<file path="config.mk">
export PLATFORM = sky130hd
export DESIGN_NAME = selective_repeat_arq_sender_core
export DESIGN_NICKNAME = d
export VERILOG_FILES = /design/src/srarq_pkg.sv /design/src/srarq_ram.sv /design/src/srarq_dp.sv /design/src/srarq_ctrl.sv /design/src/selective_repeat_arq_sender_core.sv
export SDC_FILE = /design/constraint.sdc
export NUM_CORES = 1
export LEC_CHECK = 0
export BUFFER_PORTS_ARGS = -buffer_cell sky130_fd_sc_hd__buf_2
export CAP_MARGIN = 20
export CORE_MARGIN = 10
export CORE_UTILIZATION = 30
export CTS_CLUSTER_SIZE = 28
export DETAILED_ROUTE_END_ITERATION = 10
export PLACE_DENSITY = 0.44
export SLEW_MARGIN = 20
export SYNTH_ARGS = -nofsm -noshare
export SYNTH_HDL_FRONTEND = slang
export SYNTH_SLANG_ARGS = --single-unit
</file>
<file path="constraint.sdc">
create_clock -name clk -period 10.6 [get_ports clk]
set_input_delay 2.12 -clock clk [delete_from_list [all_inputs] [get_ports clk]]
set_output_delay 2.12 -clock clk [all_outputs]
set_load 0.02 [all_outputs]
</file>
<file path="src/srarq_pkg.sv">
// Shared types, codes and constants of the selective-repeat ARQ sender.
package srarq_pkg;

  localparam int MAX_FRAMES_DEF = 32;
  localparam int SEQ_COUNT_DEF  = 8;
  localparam int MAX_RESULTS    = 4;

  localparam logic [2:0] FN_LOAD  = 3'd0;
  localparam logic [2:0] FN_START = 3'd1;
  localparam logic [2:0] FN_ACK   = 3'd2;
  localparam logic [2:0] FN_NAK   = 3'd3;
  localparam logic [2:0] FN_TICK  = 3'd4;

  localparam int CFG_AW = 2;
  localparam int CFG_DW = 5;
  localparam logic [CFG_AW-1:0] CFG_WINDOW      = 2'd0;
  localparam logic [CFG_AW-1:0] CFG_FAULT_MODE  = 2'd1;
  localparam logic [CFG_AW-1:0] CFG_FAULT_FRAME = 2'd2;

  localparam logic [1:0] FM_SKIP    = 2'd1;
  localparam logic [1:0] FM_CORRUPT = 2'd2;

  localparam logic [2:0] WIN_RESET    = 3'd3;
  localparam logic [2:0] WIN_MIN      = 3'd1;
  localparam logic [2:0] WIN_MAX      = 3'd4;
  localparam logic [7:0] CORRUPT_BYTE = 8'h58;

  typedef enum logic [1:0] {
    ST_OK        = 2'd0,
    ST_FULL      = 2'd1,
    ST_BAD_INDEX = 2'd2,
    ST_PHASE     = 2'd3
  } status_t;

  typedef struct packed {
    logic [2:0] func;
    logic [7:0] data_byte;
    logic [4:0] frame_index;
  } in_word_t;

  typedef struct packed {
    logic       frame_valid;
    logic [4:0] sent_index;
    logic [2:0] seq_num;
    logic [7:0] payload;
    logic [7:0] frame_sum;
    logic       is_resend;
    logic       last;
    logic       all_done;
    status_t    status;
  } out_word_t;

  typedef enum logic [2:0] {
    S_IDLE,
    S_DECODE,
    S_SLIDE,
    S_SCAN,
    S_FILL,
    S_LAND,
    S_FINISH
  } state_t;

  typedef enum logic [1:0] {
    SRC_FIDX,
    SRC_NEXT,
    SRC_SCAN
  } idx_src_t;

  typedef struct packed {
    logic     latch_in;
    logic     do_load;
    logic     err_valid;
    status_t  err_code;
    logic     do_start;
    logic     set_ack;
    logic     slide_step;
    logic     slide_end;
    logic     scan_init;
    logic     scan_step;
    logic     ack_sel_scan;
    logic     issue;
    idx_src_t src;
    logic     resend;
    logic     fill_adv;
    logic     land;
    logic     finish;
  } dp_cmd_t;

  typedef struct packed {
    logic [2:0] func;
    logic       running;
    logic       loaded_zero;
    logic       fidx_bad;
    logic       can_fill;
    logic       fault_skip;
    logic       scan_ok;
    logic       scan_acked;
    logic       slide_more;
    logic       pend_valid;
    logic       out_free;
  } dp_stat_t;

endpackage

</file>
<file path="src/srarq_ram.sv">
// Generic single-port-write, single-port-read RAM with registered read data.
module srarq_ram #(
  parameter int WIDTH = 8,
  parameter int DEPTH = 32
) (
  input  logic                     clk,
  input  logic                     we,
  input  logic [$clog2(DEPTH)-1:0] waddr,
  input  logic [WIDTH-1:0]         wdata,
  input  logic [$clog2(DEPTH)-1:0] raddr,
  output logic [WIDTH-1:0]         rdata
);

  logic [WIDTH-1:0] mem_r [DEPTH];

  always_ff @(posedge clk) begin
    if (we) begin
      mem_r[waddr] <= wdata;
    end
    rdata <= mem_r[raddr];
  end

endmodule

</file>
<file path="src/srarq_dp.sv">
// Datapath of the ARQ sender: window state, frame store, emission path and result registers.
module srarq_dp import srarq_pkg::*; #(
  parameter int MAX_FRAMES = MAX_FRAMES_DEF,
  parameter int SEQ_COUNT  = SEQ_COUNT_DEF
) (
  input  logic              clk,
  input  logic              rst_n,
  input  dp_cmd_t           cmd,
  output dp_stat_t          stat,
  input  in_word_t          in_word,
  output logic              out_valid,
  input  logic              out_ready,
  output out_word_t         out_word,
  input  logic              cfg_we,
  input  logic [CFG_AW-1:0] cfg_addr,
  input  logic [CFG_DW-1:0] cfg_wdata
);

  localparam int CW = $clog2(MAX_FRAMES + 1);
  localparam int IW = $clog2(MAX_FRAMES);
  localparam int RECIP = (1 << IW) / SEQ_COUNT;
  localparam logic [IW-1:0] RECIP_L = IW'(RECIP);
  localparam logic [8:0]    SEQ_L   = 9'(SEQ_COUNT);
  localparam logic [IW:0]   SEQ_W   = (IW + 1)'(SEQ_COUNT);
  localparam logic [CW-1:0] MAX_L   = CW'(MAX_FRAMES);

  logic [2:0] win_r;
  logic [1:0] mode_r;
  logic [4:0] ff_r;

  in_word_t        in_r;
  logic [CW-1:0]   loaded_r, base_r, next_r, scan_r;
  logic            running_r, armed_r;
  logic [MAX_FRAMES-1:0] acked_r;
  logic [2:0]      n_r;
  status_t         status_r;

  logic [IW-1:0]   e_idx_r, q_r;
  logic            e_resend_r, e_corrupt_r;
  logic            pend_valid_r;
  out_word_t       pend_r;
  logic            out_valid_r;
  out_word_t       out_r;

  logic [2:0]      win_eff;
  logic [CW:0]     win_lim;
  logic            done;
  logic [CW-1:0]   load_base;
  logic            full_eff;
  logic            fault_hit, fault_skip, fault_corrupt;
  logic [IW-1:0]   issue_idx, ack_idx, fidx_i;
  logic [2*IW-1:0] prod_q;
  logic [IW+8:0]   prod_m;
  logic [IW:0]     r0, rmod;
  logic            ram_we;
  logic [IW-1:0]   ram_raddr;
  logic [7:0]      ram_rdata;
  logic            out_free;
  out_word_t       new_frame, status_word, push_word;
  logic            push;

  always_comb begin
    if (win_r == 3'd0) begin
      win_eff = WIN_MIN;
    end else if (win_r > WIN_MAX) begin
      win_eff = WIN_MAX;
    end else begin
      win_eff = win_r;
    end
  end

  assign win_lim   = {1'b0, base_r} + (CW + 1)'(win_eff);
  assign done      = (loaded_r != '0) && (base_r >= loaded_r);
  assign load_base = done ? '0 : loaded_r;
  assign full_eff  = (load_base == MAX_L);
  assign fidx_i    = IW'(in_r.frame_index);

  assign fault_hit     = armed_r && (32'(ff_r) == 32'(next_r));
  assign fault_skip    = fault_hit && (mode_r == FM_SKIP);
  assign fault_corrupt = fault_hit && (mode_r == FM_CORRUPT);

  always_comb begin
    case (cmd.src)
      SRC_FIDX: issue_idx = fidx_i;
      SRC_NEXT: issue_idx = IW'(next_r);
      SRC_SCAN: issue_idx = IW'(scan_r);
      default:  issue_idx = IW'(next_r);
    endcase
  end

  assign ack_idx = cmd.ack_sel_scan ? IW'(scan_r) : IW'(base_r);

  // Sequence number by reciprocal multiply; the quotient may be one short.
  assign prod_q = (2 * IW)'(issue_idx) * (2 * IW)'(RECIP_L);
  assign prod_m = (IW + 9)'(q_r) * (IW + 9)'(SEQ_L);
  assign r0     = {1'b0, e_idx_r} - prod_m[IW:0];
  assign rmod   = (int'(r0) >= SEQ_COUNT) ? (r0 - SEQ_W) : r0;

  assign ram_we    = cmd.do_load && !running_r && !full_eff;
  assign ram_raddr = cmd.issue ? issue_idx : e_idx_r;

  srarq_ram #(
    .WIDTH (8),
    .DEPTH (MAX_FRAMES)
  ) u_store (
    .clk   (clk),
    .we    (ram_we),
    .waddr (IW'(load_base)),
    .wdata (in_r.data_byte),
    .raddr (ram_raddr),
    .rdata (ram_rdata)
  );

  always_comb begin
    new_frame             = '0;
    new_frame.frame_valid = 1'b1;
    new_frame.sent_index  = 5'(e_idx_r);
    new_frame.seq_num     = rmod[2:0];
    new_frame.payload     = e_corrupt_r ? CORRUPT_BYTE : ram_rdata;
    new_frame.frame_sum   = ram_rdata;
    new_frame.is_resend   = e_resend_r;
    new_frame.status      = ST_OK;

    status_word          = '0;
    status_word.last     = 1'b1;
    status_word.all_done = done;
    status_word.status   = status_r;

    push      = 1'b0;
    push_word = pend_r;
    push_word.all_done = done;
    if (cmd.land && pend_valid_r) begin
      push = 1'b1;
    end else if (cmd.finish) begin
      push = 1'b1;
      if (pend_valid_r) begin
        push_word.last = 1'b1;
      end else begin
        push_word = status_word;
      end
    end
  end

  assign out_free = !out_valid_r || out_ready;

  always_comb begin
    stat.func        = in_r.func;
    stat.running     = running_r;
    stat.loaded_zero = (loaded_r == '0);
    stat.fidx_bad    = 32'(in_r.frame_index) >= 32'(loaded_r);
    stat.can_fill    = running_r && (next_r < loaded_r) && ({1'b0, next_r} < win_lim) &&
                       (n_r < 3'(MAX_RESULTS));
    stat.fault_skip  = fault_skip;
    stat.scan_ok     = (scan_r < next_r) && (scan_r < loaded_r) && (n_r < 3'(MAX_RESULTS));
    stat.scan_acked  = acked_r[ack_idx];
    stat.slide_more  = (base_r < loaded_r) && acked_r[ack_idx];
    stat.pend_valid  = pend_valid_r;
    stat.out_free    = out_free;
  end

  always_ff @(posedge clk) begin
    if (!rst_n) begin
      win_r        <= WIN_RESET;
      mode_r       <= '0;
      ff_r         <= '0;
      loaded_r     <= '0;
      base_r       <= '0;
      next_r       <= '0;
      running_r    <= 1'b0;
      armed_r      <= 1'b1;
      acked_r      <= '0;
      n_r          <= '0;
      status_r     <= ST_OK;
      pend_valid_r <= 1'b0;
      out_valid_r  <= 1'b0;
    end else begin
      if (cfg_we) begin
        case (cfg_addr)
          CFG_WINDOW:      win_r  <= cfg_wdata[2:0];
          CFG_FAULT_MODE:  mode_r <= cfg_wdata[1:0];
          CFG_FAULT_FRAME: ff_r   <= cfg_wdata;
          default: ;
        endcase
      end
      if (cmd.latch_in) begin
        n_r      <= '0;
        status_r <= ST_OK;
      end
      if (cmd.err_valid) begin
        status_r <= cmd.err_code;
      end
      if (cmd.do_load && !running_r) begin
        if (done) begin
          base_r <= '0;
          next_r <= '0;
        end
        if (full_eff) begin
          status_r <= ST_FULL;
        end else begin
          loaded_r <= load_base + CW'(1);
        end
      end
      if (cmd.do_start) begin
        acked_r   <= '0;
        base_r    <= '0;
        next_r    <= '0;
        armed_r   <= 1'b1;
        running_r <= 1'b1;
      end
      if (cmd.set_ack) begin
        acked_r[fidx_i] <= 1'b1;
      end
      if (cmd.slide_step) begin
        base_r <= base_r + CW'(1);
      end
      if (cmd.slide_end && (base_r >= loaded_r)) begin
        running_r <= 1'b0;
        if (next_r < base_r) begin
          next_r <= base_r;
        end
      end
      if (cmd.fill_adv) begin
        next_r <= next_r + CW'(1);
        if (fault_skip || fault_corrupt) begin
          armed_r <= 1'b0;
        end
      end
      if (cmd.issue) begin
        n_r <= n_r + 3'd1;
      end
      if (cmd.land) begin
        pend_valid_r <= 1'b1;
      end else if (cmd.finish) begin
        pend_valid_r <= 1'b0;
      end
      if (push) begin
        out_valid_r <= 1'b1;
      end else if (out_ready) begin
        out_valid_r <= 1'b0;
      end
    end
  end

  always_ff @(posedge clk) begin
    if (cmd.latch_in) begin
      in_r <= in_word;
    end
    if (cmd.scan_init) begin
      scan_r <= base_r;
    end else if (cmd.scan_step) begin
      scan_r <= scan_r + CW'(1);
    end
    if (cmd.issue) begin
      e_idx_r     <= issue_idx;
      e_resend_r  <= cmd.resend;
      e_corrupt_r <= (cmd.src == SRC_NEXT) && fault_corrupt;
      q_r         <= prod_q[2*IW-1:IW];
    end
    if (cmd.land) begin
      pend_r <= new_frame;
    end
    if (push) begin
      out_r <= push_word;
    end
  end

  assign out_valid = out_valid_r;
  assign out_word  = out_r;

endmodule

</file>
<file path="src/srarq_ctrl.sv">
// Controller state machine of the ARQ sender: decodes each word and sequences the datapath.
module srarq_ctrl import srarq_pkg::*; (
  input  logic     clk,
  input  logic     rst_n,
  input  logic     in_valid,
  output logic     in_ready,
  input  dp_stat_t stat,
  output dp_cmd_t  cmd
);

  state_t state_r, state_nxt;
  logic   ret_scan_r, ret_scan_nxt;
  logic   land_ok;

  assign land_ok = !stat.pend_valid || stat.out_free;

  always_ff @(posedge clk) begin
    if (!rst_n) begin
      state_r    <= S_IDLE;
      ret_scan_r <= 1'b0;
    end else begin
      state_r    <= state_nxt;
      ret_scan_r <= ret_scan_nxt;
    end
  end

  always_comb begin
    state_nxt    = state_r;
    ret_scan_nxt = ret_scan_r;
    case (state_r)
      S_IDLE: begin
        if (in_valid) begin
          state_nxt = S_DECODE;
        end
      end
      S_DECODE: begin
        state_nxt = S_FINISH;
        case (stat.func)
          FN_START: begin
            if (!stat.running && !stat.loaded_zero) begin
              state_nxt = S_FILL;
            end
          end
          FN_ACK: begin
            if (stat.running && !stat.fidx_bad) begin
              state_nxt = S_SLIDE;
            end
          end
          FN_NAK: begin
            if (stat.running && !stat.fidx_bad) begin
              state_nxt    = S_LAND;
              ret_scan_nxt = 1'b0;
            end
          end
          FN_TICK: begin
            if (stat.running) begin
              state_nxt = S_SCAN;
            end
          end
          default: ;
        endcase
      end
      S_SLIDE: begin
        if (!stat.slide_more) begin
          state_nxt = S_FILL;
        end
      end
      S_SCAN: begin
        if (!stat.scan_ok) begin
          state_nxt = S_FILL;
        end else if (!stat.scan_acked) begin
          state_nxt    = S_LAND;
          ret_scan_nxt = 1'b1;
        end
      end
      S_FILL: begin
        if (!stat.can_fill) begin
          state_nxt = S_FINISH;
        end else if (!stat.fault_skip) begin
          state_nxt    = S_LAND;
          ret_scan_nxt = 1'b0;
        end
      end
      S_LAND: begin
        if (land_ok) begin
          state_nxt = ret_scan_r ? S_SCAN : S_FILL;
        end
      end
      S_FINISH: begin
        if (stat.out_free) begin
          state_nxt = S_IDLE;
        end
      end
      default: state_nxt = S_IDLE;
    endcase
  end

  always_comb begin
    cmd      = '0;
    cmd.src  = SRC_NEXT;
    in_ready = 1'b0;
    case (state_r)
      S_IDLE: begin
        in_ready     = 1'b1;
        cmd.latch_in = in_valid;
      end
      S_DECODE: begin
        cmd.err_code = ST_PHASE;
        case (stat.func)
          FN_LOAD: begin
            if (stat.running) begin
              cmd.err_valid = 1'b1;
            end else begin
              cmd.do_load = 1'b1;
            end
          end
          FN_START: begin
            if (stat.running || stat.loaded_zero) begin
              cmd.err_valid = 1'b1;
            end else begin
              cmd.do_start = 1'b1;
            end
          end
          FN_ACK, FN_NAK: begin
            if (!stat.running) begin
              cmd.err_valid = 1'b1;
            end else if (stat.fidx_bad) begin
              cmd.err_valid = 1'b1;
              cmd.err_code  = ST_BAD_INDEX;
            end else if (stat.func == FN_ACK) begin
              cmd.set_ack = 1'b1;
            end else begin
              cmd.issue  = 1'b1;
              cmd.src    = SRC_FIDX;
              cmd.resend = 1'b1;
            end
          end
          FN_TICK: begin
            if (stat.running) begin
              cmd.scan_init = 1'b1;
            end else begin
              cmd.err_valid = 1'b1;
            end
          end
          default: cmd.err_valid = 1'b1;
        endcase
      end
      S_SLIDE: begin
        cmd.slide_step = stat.slide_more;
        cmd.slide_end  = !stat.slide_more;
      end
      S_SCAN: begin
        cmd.ack_sel_scan = 1'b1;
        cmd.src          = SRC_SCAN;
        cmd.resend       = 1'b1;
        cmd.scan_step    = stat.scan_ok;
        cmd.issue        = stat.scan_ok && !stat.scan_acked;
      end
      S_FILL: begin
        cmd.fill_adv = stat.can_fill;
        cmd.issue    = stat.can_fill && !stat.fault_skip;
      end
      S_LAND: begin
        cmd.land = land_ok;
      end
      S_FINISH: begin
        cmd.finish = stat.out_free;
      end
      default: ;
    endcase
  end

endmodule

</file>
<file path="src/selective_repeat_arq_sender_core.sv">
// Top level of the selective-repeat ARQ sender core.
//
//   channel  | handshake             | word
//   input    | in_valid / in_ready   | in_word  (func, data_byte, frame_index)
//   result   | out_valid / out_ready | out_word (one word per frame, or one status word)
//   config   | cfg_we                | cfg_addr, cfg_wdata
//
// A load or a rejected word passes from acceptance through the decode and finish states, and
// its result is placed in the finish state. A start, ack, nak or timeout also passes through
// the fill state, the land state for each frame sent (a nak's own frame from decode), a fill
// pass for each skipped fault frame, a slide or scan step for each base step or acknowledged
// entry passed by a scan, and a last slide or scan step that ends an ack's slide or a scan.
// Reset is synchronous and needs no clearing pass. A full result register stalls the
// controller wherever a further word must be placed behind it.
module selective_repeat_arq_sender_core import srarq_pkg::*; #(
  parameter int MAX_FRAMES = MAX_FRAMES_DEF,
  parameter int SEQ_COUNT  = SEQ_COUNT_DEF
) (
  input  logic              clk,
  input  logic              rst_n,
  input  logic              in_valid,
  output logic              in_ready,
  input  in_word_t          in_word,
  output logic              out_valid,
  input  logic              out_ready,
  output out_word_t         out_word,
  input  logic              cfg_we,
  input  logic [CFG_AW-1:0] cfg_addr,
  input  logic [CFG_DW-1:0] cfg_wdata
);

  dp_cmd_t  cmd;
  dp_stat_t stat;

  srarq_ctrl u_ctrl (
    .clk      (clk),
    .rst_n    (rst_n),
    .in_valid (in_valid),
    .in_ready (in_ready),
    .stat     (stat),
    .cmd      (cmd)
  );

  srarq_dp #(
    .MAX_FRAMES (MAX_FRAMES),
    .SEQ_COUNT  (SEQ_COUNT)
  ) u_dp (
    .clk       (clk),
    .rst_n     (rst_n),
    .cmd       (cmd),
    .stat      (stat),
    .in_word   (in_word),
    .out_valid (out_valid),
    .out_ready (out_ready),
    .out_word  (out_word),
    .cfg_we    (cfg_we),
    .cfg_addr  (cfg_addr),
    .cfg_wdata (cfg_wdata)
  );

`ifndef SYNTHESIS
  a_idle_no_pending: assert property (@(posedge clk) disable iff (!rst_n)
    in_ready |-> !stat.pend_valid)
    else $error("input taken while a frame is still pending");

  a_one_at_a_time: assert property (@(posedge clk) disable iff (!rst_n)
    in_valid && in_ready |=> !in_ready)
    else $error("second word taken while the first is at work");

  a_frame_status_ok: assert property (@(posedge clk) disable iff (!rst_n)
    out_valid && out_word.frame_valid |-> out_word.status == ST_OK)
    else $error("sent frame carries an error status");

  a_status_is_last: assert property (@(posedge clk) disable iff (!rst_n)
    out_valid && !out_word.frame_valid |-> out_word.last)
    else $error("status word not marked as last");
`endif

endmodule

</file>
==> results of run 1 <==
-- cells by family (layout without fill, tap and decap cells) --
logic type               Yosys count  in the layout
XOR/XNOR                          13             13
AO/OA/AOI/OAI                    354            354
AND/OR/NAND/NOR                  492            492
other                              0              1
buffers and inverters            121            207
flip-flops                       415            415
multiplexers                      52             52
adder cells (fa/ha/maj)           48             48
-- final timing paths --
path	from	endpoint	slack, ns	depth (start not counted)
max	u_ctrl.state_r[0]$_SDFFE_PN0P_	u_dp.u_store.rdata[0]$_DFF_P_	4.30	14
max reg2reg	u_ctrl.state_r[0]$_SDFFE_PN0P_	u_dp.u_store.rdata[0]$_DFF_P_	4.30	14
min reg2reg	u_dp.e_resend_r$_DFFE_PN_	u_dp.pend_r[4]$_DFFE_PP_	0.43	0
min	u_dp.e_resend_r$_DFFE_PN_	u_dp.pend_r[4]$_DFFE_PP_	0.43	0
-- critical path, stage by stage, from the launching register on --
cell	delay (ns)
sky130_fd_sc_hd__dfxtp_1	0.74
sky130_fd_sc_hd__and4b_1	0.59
sky130_fd_sc_hd__a21o_2	0.35
sky130_fd_sc_hd__mux2_1	0.37
sky130_fd_sc_hd__o22ai_1	0.16
sky130_fd_sc_hd__o21a_1	0.33
sky130_fd_sc_hd__nand4_1	0.58
sky130_fd_sc_hd__nand2_1	0.40
sky130_fd_sc_hd__o21ai_4	0.21
sky130_fd_sc_hd__clkinv_2	0.50
sky130_fd_sc_hd__buf_4	0.68
sky130_fd_sc_hd__o2111ai_1	0.20
sky130_fd_sc_hd__a221oi_1	0.65
sky130_fd_sc_hd__a22oi_1	0.15
sky130_fd_sc_hd__o211ai_1	0.21
-- state kept, by name (all words and copies together), names as in the netlist, 2 cells and up --
register / cells
u_dp.status_r: 2
u_dp.fidx_i: 5
u_dp.base_r: 6
u_dp.out_word: 27
u_dp.stat: 3
u_dp.scan_r: 6
u_dp.mode_r: 2
u_dp.loaded_r: 6
u_dp.win_r: 3
u_dp.e_idx_r: 5
u_dp.u_store.mem_r: 256
u_dp.acked_r: 32
u_ctrl.state_r: 3
u_dp.n_r: 3
u_dp.in_r: 8
u_dp.pend_r: 22
u_dp.u_store.rdata: 8
u_dp.ff_r: 5
u_dp.next_r: 6
-- synthesized netlist by cell type, drive strengths merged (4+ instances only) --
cell,count
mux2i,47
nand2,149
a21oi,42
a2111oi,12
a32oi,4
and3,12
nor2,80
o22ai,21
nor3b,13
mux2,5
o32ai,11
a21o,16
a222oi,7
nand3,43
a221oi,25
inv,34
a22oi,46
edfxtp,329
nor4,4
ha,47
nor3,29
nand2b,19
a311oi,6
clkbuf,44
dfxtp,86
o22a,11
or3,7
o21ai,49
or2,7
nand3b,8
xnor2,7
o211ai,11
a21boi,10
o221ai,6
nor2b,72
buf,42
a211oi,29
o2111ai,7
xor2,6
nand4,13
o211a,6
and2,27
a31oi,19
-- layer usage --
metal / vias up / GRT usage / routed length, um
met1: 6069 / 0.207 / 25400
met4: 0 / 0.0446 / 1240
met2: 347 / 0.226 / 23700
met3: 74 / 0.0259 / 3160
met5: - / 0 / 0
li1: 5822 / - / -
-- per-stage QoR --
| step | hold slack [ns] | util | worst slack [ns] | std cells |
|---|---|---|---|---|
| after floorplan | 0.400 | - | 6.39 | 1495 |
| after CTS | 0.439 | 0.344 | 4.37 | 2370 |
| final | 0.434 | 0.345 | 4.30 | 2372 |
| after global placement | 0.411 | 0.319 | 4.44 | 2280 |
| after global routing | 0.443 | 0.345 | 3.84 | 2371 |
| after detailed placement | 0.424 | 0.319 | 4.40 | 2281 |
-- power breakdown --
part	switching [mW]	total (mW)	internal (mW)
Clock	0.679	1.63	0.948
Combinational	0.833	1.23	0.394
Sequential	0.109	2.03	1.92
-- area by class of cell --
cell class	count	area [um^2]
Fill cell	6034	40300
Sequential cell	415	11600
Multi-Input combinational cell	959	6420
Clock buffer	65	1360
Tap cell	790	988
Timing Repair Buffer	83	499
Clock inverter	24	184
Inverter	35	133
Antenna cell	1	2.50
==> results.md, run 1 <==
- The share of synthesized area in the top cell type comes to 0.533.
- The relative slew slack is 0.196.
- The first global-routing pass estimated 79900 um of wire.
- Of the total synthesized cell area, the portion taken by XOR and XNOR cells is 0.00614.
- The critical-path maximum fanout is 66.
- Setup violations remaining at the end of the flow were counted as 0.
- The die covers 72200 um^2.
- Entering global routing, the biggest net connects 74 pins.
- The number of unique standard cell types used by synthesis is 81.
- The initial antenna violation count was 0.
- The leading cell type in the layout, fill and taps excluded is sky130_fd_sc_hd__edfxtp_1.
- The total wirelength of the detailed-routed design is 53500 um.
- The aggregate negative setup slack is 0 ns.
- The run finished with clean final reports.
- Clock tree synthesis selected as its root buffer the cell sky130_fd_sc_hd__clkbuf_16.
- The number of port buffers is 59.
- The first TritonRoute pass finished after 5 iterations.
- The average wire length per cell after detail routing is 22.6 um.
- The cell count after synthesis came out at 1495.
- The TritonCTS buffer count is 48.
- The portion of synthesized area spent on multiplexers is 0.0284.
- Once detail routing completed, the nets flagged for antenna violations numbered 0.
- The number of synthesized register bits is 415.
- The count of vias placed by the detailed router is 12300.
- The element type at the critical path start is a flip-flop.
- On the final layout, the worst clock skew is 0.0158 ns.
- Among all flip-flop cells after synthesis, the most frequent one is sky130_fd_sc_hd__edfxtp_1.
- The tool flagged a number of max-cap violations equal to 0.
- The standard cell area after detailed placement is 19600 um^2.
- The sink count of the clock tree is 415.
- The leftover overflow at the end of global routing is 0.
- The number of hold buffers added after CTS was 0.
- The type of the most critical hold path is reg2reg.
- The longest clock path from root to sink contains 3 buffers.
- By area the synthesized netlist is led by sky130_fd_sc_hd__edfxtp_1, sky130_fd_sc_hd__dfxtp_1, sky130_fd_sc_hd__ha_1.
- The via count of the first global-routing pass is 12000.
- The layout cell share with drive strength beyond 1 is 0.121.
- Static timing analysis puts the maximum clock frequency at 0.159 GHz.
- The area of the mapped netlist is 18600 um^2.
- The number of placement rows is 91.
- The count of warnings emitted by yosys is 0.
- The top cell types in the final layout, fill and taps aside, are sky130_fd_sc_hd__edfxtp_1, sky130_fd_sc_hd__nand2_1, sky130_fd_sc_hd__dfxtp_1, sky130_fd_sc_hd__nor2_1, sky130_fd_sc_hd__nor2b_1.
- Of the total synthesized cell area, the portion taken by full adders, half adders and majority gates is 0.0328.
- The synthesized area per cell is 12.4 um^2.
- The area of all placed cells without fillers is 21200 um^2.
- Setup repair after global routing left no endpoint under its margin.
- The arrival time of data at the critical path endpoint is 6.80 ns.
- The number of H-tree branching levels is 2.
- The share of flip-flops with an asynchronous set or reset after synthesis is 0.
- The clock reaches the later pin of the worst-skew pair after 0.59 ns.
- The y dimension of the die is 269 um.
- For this block, the initial DRC count from the detailed router was 1146.
- The final max-slew violation count was 0.
- The share of the Yosys chip area taken by registers is 0.625.
- The worst setup path is captured at a flip-flop.
- At the pin with the least slew margin, the transition time is 1.21 ns.
- The placer's final routability congestion estimate is 0.827.
- The worst setup path is of the reg2reg kind.
- For this run, design rule violations remaining after detail routing come to 0.
- After synthesis, the largest family of logic cells by area is compound AO/OA/AOI/OAI gates.
- The total design power is 4.89 mW.
- The power per unit of standard cell area is 231 nW/um^2.
- The post-synthesis compound-gate area fraction is 0.143.
- The post-synthesis cell type with the largest combined area is sky130_fd_sc_hd__edfxtp_1.
- The area growth from synthesis to layout is 14.2%.
- The number of gates given a new drive strength after cts is 0.
- The effective utilization at floorplan is 0.302.
- The number of vias per cell is 5.19.
- The data required time of the worst path is 11.10 ns.
- Clock-pin slew was measured on the worst setup and hold paths at 0.06 ns.
- The region available for standard cell placement spans 61500 um^2.
- After the last flow step, the layout net total stands at 1618.
- When the netlist entered floorplanning its net count stood at 1571.
- Yosys mapped a number of flops with a built-in enable equal to 329.
- The number of setup buffers added after CTS is 0.
- Of the available clock period, the critical path in the final layout requires 0.594.
- For this run, the total global-route usage over all layers was measured as 0.147.
- Of the total synthesized cell area, the portion taken by AND, OR, NAND and NOR gates is 0.134.
- 60 I/O pins were placed.
- The half-perimeter wire length after detailed placement is 34900 um.
- The shortest period the worst path allows is 6.30 ns.
- The CTS tree is yes.
- The width of the die is 269 um.
- The worst ir drop on vdd is 0.118 mV.
- The final hold violation count came to 0.
- Summed over all cells, the static leakage comes to 7.27 nW.
No activity file was read; power rests on OpenSTA's default activity.
==> run 2: changes to the inputs <==
- clock period: 10.6 -> 6.1 ns (I/O delays scaled with it)
==> run 2 against run 1 <==
  * Routed wire length rose by 1.1%
  * Cell area increased by 1.5%
  * Clock-buffer cell count fell by 9
  * Hold slack improved by 0.0036 ns
  * Non-clock buffer count up 30
  * Clock skew increased by 0.0089 ns
  * Core utilization is 0.53 points higher
  * Total power up 77%
==> results.md, run 2 (synthesized netlist as in run 1, its figures left out) <==
- The flow ran to the end, and the final reports show no timing, DRC or antenna violations.
- The count of fill cells added during filler insertion is 6011.
- Once layout is complete, the utilization of the core stands at 0.350.
- In this run the register-to-register setup slack is 0.69 ns.
- The root buffer cell chosen for the clock tree is sky130_fd_sc_hd__clkbuf_16.
- The floorplan has 91 rows.
- The critical path goes through and4b_1, a21o_2, mux2_1, o22ai_1, o21a_1, nand4_1, nand2_1, o21ai_4, clkinv_2, buf_12, o2111ai_1, a221oi_1, a22oi_1, o211ai_1.
- The final hold violation count was 0.
- The sink count of the clock tree is 415.
- Buffers inserted to repair hold after CTS numbered 0.
- Including well taps, the total number of placed cells is 2310.
- The routed layout has 12500 vias.
- The count of nets left with antenna violations after detail routing is 0.
- The first routing iteration left 1081 violations.
- The power per unit of standard cell area is 402 nW/um^2.
- The highest-delay cell along the critical path is sky130_fd_sc_hd__dfxtp_1.
- On the worst path, the slowest cell contributes a delay of 0.74 ns.
- For this block, the routed nets add up to 54100 um of wire.
- The CTS tree is yes.
- The floorplan step set the die width to 269 um.
- The total overflow left after global routing is 0.
- The growth of design area from synthesis to finish is 16.0%.
- The number of antenna diodes in the final layout is 0.
- The final max-slew violation count was 0.
- The worst setup path is captured at a flip-flop.
- The TritonCTS buffer count is 48.
- The combined flip-flop and latch cell area is 11600 um^2.
- The critical path class is reg2reg.
- The die covers 72200 um^2.
- The area taken by multi-input logic gates is 6420 um^2.
- The average wire length per cell after detail routing is 22.5 um.
- Across the routed clock network, the largest skew measured is 0.0247 ns.
- The element type at the critical path start is a flip-flop.
- The wire length of the first global-routing pass is 80600 um.
- The critical-path maximum fanout is 69.
- Max-cap violations in this run came to 0.
- The worst-case IR drop observed on VDD is 0.233 mV.
- Leaving out fill and tap cells, the most frequent cell in the layout is sky130_fd_sc_hd__edfxtp_1.
- Setup repair after global routing left no endpoint under its margin.
- The total area inside the core boundary comes to 61500 um^2.
- The maximum clock frequency is 0.185 GHz.
- The final cell count without fillers is 2402.
- Summed over all failing endpoints, the final setup total negative slack is 0 ns.
- In this run the static leakage power is 7.49 nW.
- The routed design could run at a clock period as short as 5.41 ns.
- In the finished design, the share of the clock period the worst path needs comes to 0.886.
- Entering global routing, the biggest net connects 74 pins.
- The remaining design rule violation count is 0.
- The die is 269 um tall.
- Setup violations remaining at the end of the flow were counted as 0.
- The initial utilization of the core area, before any placement, comes to 0.302.
- The I/O pin total is 60.
- The worst setup timing slack at the placement stage is 0.760 ns.
- The number of flip-flops under the largest register name is 256.
- The overall global routing resource usage is 0.149.
- The relative slew slack is 0.252.
- The first TritonRoute pass finished after 5 iterations.
- For the pin with the worst max-slew slack, the measured transition is 1.11 ns.
- The placer's final routability congestion estimate is 0.810.
- The family with the most delay on the worst path is compound AO/OA/AOI/OAI gates.
- The clock passes through at most 3 buffers.
- The data required time of the worst path is 6.61 ns.
- Input and output buffers added on the ports amount to 59.
- After layout, the worst setup slack is 0.693 ns.
- The number of vias per cell is 5.21.
- More flip-flops sit in one register than any other, and that register is u_dp.u_store.mem_r.
- The layout cell share with drive strength beyond 1 is 0.141.
- Data arrives at the worst endpoint at 5.91 ns.
- The later pin in the worst-skew pair is clocked with a latency of 0.59 ns.
- The number of gates given a new drive strength after cts is 0.
- Leaving out fill and tap cells, the most frequent cells in the layout are sky130_fd_sc_hd__edfxtp_1, sky130_fd_sc_hd__nand2_1, sky130_fd_sc_hd__dfxtp_1, sky130_fd_sc_hd__nor2_1, sky130_fd_sc_hd__nor2b_1.
- The count of nets after finishing is 1648.
- The min-delay analysis places its worst path in the category reg2reg.
- Clock-pin slew was measured on the worst setup and hold paths at 0.06 ns.
- The initial antenna violation count is 1.
- The via count of the first global-routing pass is 12100.
- In this run the post-CTS setup repair buffer count came out at 0.
- The half-perimeter wire length after detailed placement is 35900 um.
- The number of buffers and inverters on the critical path is 2.
- The worst hold slack is 0.438 ns.
- The number of H-tree branching levels is 2.
==> run 2: worst register-to-register path: cells and delay by family, from the launching register on <==
kind	cells	cell delay [ns]
AOI/OAI and AO/OA	8	2.10
buffers and inverters	2	0.42
DFF	1	0.74
muxes	1	0.37
and+or+nand+nor	3	1.69
==> run 2: metal layers <==
layer	share of wire	GRT usage
met2	0.44	0.226
met3	0.066	0.0314
met1	0.47	0.211
met4	0.021	0.0393
met5	0	0
==> run 2: layout make-up <==
| type | instances | share of cell area |
|---|---|---|
| inverter | 35 | 0.00616 |
| timing repair buffer | 113 | 0.0359 |
| tap | 790 | 0.0459 |
| multi-input combinational | 959 | 0.298 |
| clock buffer | 56 | 0.0597 |
| sequential | 415 | 0.539 |
| clock inverter | 34 | 0.0149 |
==> run 2: metrics by stage <==
stage / power [mW] / area (um^2)
after floorplan: 4.97 / 18600
after global placement: 5.77 / 19800
after detailed placement: 5.81 / 19900
after CTS: 8.74 / 21500
after global routing: 9.07 / 21500
final: 8.64 / 21500
==> run 2: where the power goes <==
| part | switching, mW | total [mW] | internal, mW |
|---|---|---|---|
| Combinational | 1.49 | 2.23 | 0.741 |
| Sequential | 0.163 | 3.51 | 3.34 |
| Clock | 1.18 | 2.90 | 1.72 |
| Total | 2.84 | 8.64 | 5.81 |
==> run 2: path summary, 6_finish.rpt <==
kind,startpoint,to,cells after the start
worst max-delay path,u_ctrl.state_r[0]$_SDFFE_PN0P_,u_dp.u_store.rdata[2]$_DFF_P_,14
worst min register to register,u_dp.e_resend_r$_DFFE_PN_,u_dp.pend_r[4]$_DFFE_PP_,0
worst min-delay path,u_dp.e_resend_r$_DFFE_PN_,u_dp.pend_r[4]$_DFFE_PP_,0
worst max register to register,u_ctrl.state_r[0]$_SDFFE_PN0P_,u_dp.u_store.rdata[2]$_DFF_P_,14
==> run 3: changes to the inputs <==
- CAP_MARGIN: 20 -> 30
- CORE_ASPECT_RATIO: default -> 1.2
==> run 3 against run 2 <==
  * Core utilization is 0.34 points higher
  * Maximum frequency up 2.6%
  * Critical path type unchanged
  * Hold slack improved by 0.011 ns
  * Highest routed layer unchanged
  * First-iteration DRC count fell by 1.1%
  * Combinational power rose by 3%
  * Routed wire length increased by 2.2%
  * Via count rose by 1.3%
==> results.md, run 3 (synthesized netlist as in run 1, its figures left out) <==
- The run finished with clean final reports.
- The share of total power dissipated in combinational logic is 0.266.
- From left edge to right edge, the die measures 247 um.
- The wire length of the first global-routing pass is 83500 um.
- Internal power comes to 5.78 mW.
- Fill cells in the final layout number 5975.
- The TritonCTS buffer count is 46.
- The clock tree root driver cell is sky130_fd_sc_hd__clkbuf_16.
- The via count of the first global-routing pass was 12700.
- The pin slew with the least headroom to its limit is 0.920 ns.
- Along the worst path, the maximum fanout reaches 15.
- The post-cts hold buffer count is 0.
- More flip-flops sit in one register than any other, and that register is u_dp.u_store.mem_r.
- The clock transition time at the flip-flop clock pins of the worst setup and hold paths is 0.06 ns.
- For the worst-skew pair, the clock arrives at the later sink with an insertion delay of 0.59 ns.
- The floorplan step defined a die boundary enclosing 72200 um^2.
- For this run, design rule violations remaining after detail routing come to 0.
- The power per unit of standard cell area is 399 nW/um^2.
- In the routed layout, each cell is associated on average with a via count of 5.21.
- The analysis attributes to cell leakage a power of 7.53 nW.
- Across every metal layer, demand over resource in global routing totals 0.151.
- STA puts the critical path data arrival time at 5.69 ns.
- The global routing's busiest layer is met2.
- The half-perimeter wire length after detailed placement is 37400 um.
- At the worst endpoint, the required time is 6.52 ns.
- The final max-slew violation count is 0.
- Measured against its own limit, the worst slew margin works out to 0.386.
- The critical path goes through and4b_1, a21o_2, mux2_1, o22ai_1, o21a_1, nand4_1, o32a_4, and2_1, buf_4, o22ai_1, nor3_1, o21ai_0, o2111ai_1.
- Static timing analysis puts the maximum clock frequency at 0.190 GHz.
- Dividing the detail-routed wire length by the instance count gives 22.7 um.
- The sink count of the clock tree is 415.
- Setup repair after global routing left no endpoint under its margin.
- The biggest cell delay along the critical path is 0.65 ns.
- Counting I/O delays and the setup requirement, the final critical path takes 5.27 ns.
- The aggregate negative setup slack is 0 ns.
- The repair_antennas step left the layout with diodes totalling 0.
- Of the cells placed in the final design, the portion with a size suffix greater than 1 is 0.147.
- The clock passes through at most 3 buffers.
- The post-route clock period utilization is 0.864.
- The family with the most delay on the worst path is compound AO/OA/AOI/OAI gates.
- The cell seen most often among critical-path stages is sky130_fd_sc_hd__o22ai_1.
- From bottom edge to top edge, the die measures 292 um.
- The detailed router placed 12700 vias in this run.
- The number of placement rows is 99.
- The relative contribution of the clock network to total power is 0.329.
- The worst setup path is of the reg2reg kind.
- In the layout the commonest cells are sky130_fd_sc_hd__edfxtp_1, sky130_fd_sc_hd__nand2_1, sky130_fd_sc_hd__dfxtp_1, sky130_fd_sc_hd__nor2_1, sky130_fd_sc_hd__nor2b_1.
- The starting DRC count in detailed routing is 1069.
- The total wirelength of the detailed-routed design is 55300 um.
- Leaving out fill and tap cells, the most frequent cell in the layout is sky130_fd_sc_hd__edfxtp_1.
- The highest-delay cell along the critical path is sky130_fd_sc_hd__o21ai_0.
- The part of the power in registers is 0.405.
- The global-route met3 utilization is 0.0249.
- The count of nets left with antenna violations after detail routing is 0.
- The element type at the critical path start is a flip-flop.
- Entering global routing, the biggest net connects 74 pins.
- In this run, post-CTS repair resized a total of 0 instances.
- TritonCTS built the clock tree.
- Before antenna repair, the detailed router went through 6 iterations.
- The tightest min-delay check is of the reg2reg type.
- The final layout contains 1662 nets.
- The setup skew after layout is 0.0250 ns.
- Of the total power, the share spent switching nets is 0.329.
- The post-layout utilization of the core is 0.353.
- The count of buffers added by post-CTS timing repair for setup is 0.
- The switching power of the nets is 2.83 mW.
- Together, buffers and inverters on the worst path number 1.
- The worst-case IR drop observed on VDD is 0.173 mV.
- The standard cell core area is 61100 um^2.
- The initial antenna violation count is 0.
- The global routing met1 resource utilization is 0.197.
- The final hold violation count is 0.
- The number of H-tree branching levels is 2.
- The placer's final routability congestion estimate is 0.828.
- The number of flip-flops under the largest register name is 256.
- The global routing usage on met2 is 0.252.
- The growth of design area from synthesis to finish is 16.3%.
- The type of destination of the critical path is a flip-flop.
- The leftover overflow at the end of global routing is 0.
- For this configuration, the core starts out at a cell density of 0.304.
- The number of violations of the max-capacitance limit is 0.
- Input and output buffers added on the ports amount to 59.
- The I/O pin total is 60.
- Setup violations remaining at the end of the flow were counted as 0.
[run 3: cell count changes in the layout (fill, tap and decap cells not counted), sizes merged]
cell / before / now
inv: 35 / 34
buf: 113 / 129
bufinv: 5 / 4
clkinvlp: 4 / 2
clkinv: 25 / 21
clkbuf: 56 / 60
[run 3: worst register-to-register path: stages (launching register included)]
cell                        delay (ns)
sky130_fd_sc_hd__edfxtp_1         0.52
sky130_fd_sc_hd__and4b_1          0.53
sky130_fd_sc_hd__a21o_2           0.36
sky130_fd_sc_hd__mux2_1           0.37
sky130_fd_sc_hd__o22ai_1          0.21
sky130_fd_sc_hd__o21a_1           0.30
sky130_fd_sc_hd__nand4_1          0.60
sky130_fd_sc_hd__o32a_4           0.46
sky130_fd_sc_hd__and2_1           0.40
sky130_fd_sc_hd__buf_4            0.28
sky130_fd_sc_hd__o22ai_1          0.14
sky130_fd_sc_hd__nor3_1           0.07
sky130_fd_sc_hd__o21ai_0          0.65
sky130_fd_sc_hd__o2111ai_1        0.20
[run 3: worst paths after layout]
kind                        startpoint                             to  slack [ns]  cells after the start
max           u_dp.scan_r[0]$_DFFE_PP_  u_dp.u_store.rdata[5]$_DFF_P_        0.83                     13
min          u_dp.e_resend_r$_DFFE_PN_       u_dp.pend_r[4]$_DFFE_PP_        0.45                      0
max reg2reg   u_dp.scan_r[0]$_DFFE_PP_  u_dp.u_store.rdata[5]$_DFF_P_        0.83                     13
min reg2reg  u_dp.e_resend_r$_DFFE_PN_       u_dp.pend_r[4]$_DFFE_PP_        0.45                      0
[run 3: metal layers]
metal | vias up | wire length [um]
li1 | 5904 | -
met1 | 6365 | 24600
met2 | 323 | 26800
met3 | 81 | 2570
met4 | 0 | 1320
met5 | - | 0
[run 3: area by class of cell]
class / instances / area (um^2) / share of cell area
timing repair buffer: 129 / 870 / 0.0403
multi-input combinational: 959 / 6420 / 0.298
clock buffer: 60 / 1280 / 0.0596
sequential: 415 / 11600 / 0.538
inverter: 35 / 133 / 0.00615
tap: 808 / 1010 / 0.0469
clock inverter: 26 / 256 / 0.0119
[run 3: metrics by stage]
step	setup WS (ns)	area, um^2	std cells	power [mW]	hold WS (ns)
6_report	0.829	21600	2432	8.61	0.449
2_1_floorplan	1.89	18600	1495	4.97	0.400
4_1_cts	0.677	21600	2430	8.70	0.449
3_5_place_dp	0.730	20000	2344	5.85	0.431
3_3_place_gp	0.721	20000	2339	5.82	0.419
5_1_grt	0.325	21600	2432	9.02	0.469
[run 3: power groups by stage]
stage / logic [mW] / registers [mW] / clock network [mW]
2_1_floorplan: 1.44 / 3.53 / 0
3_3_place_gp: 2.25 / 3.58 / 0
3_5_place_dp: 2.30 / 3.55 / 0
4_1_cts: 2.30 / 3.49 / 2.91
5_1_grt: 2.50 / 3.50 / 3.02
6_report: 2.29 / 3.49 / 2.83
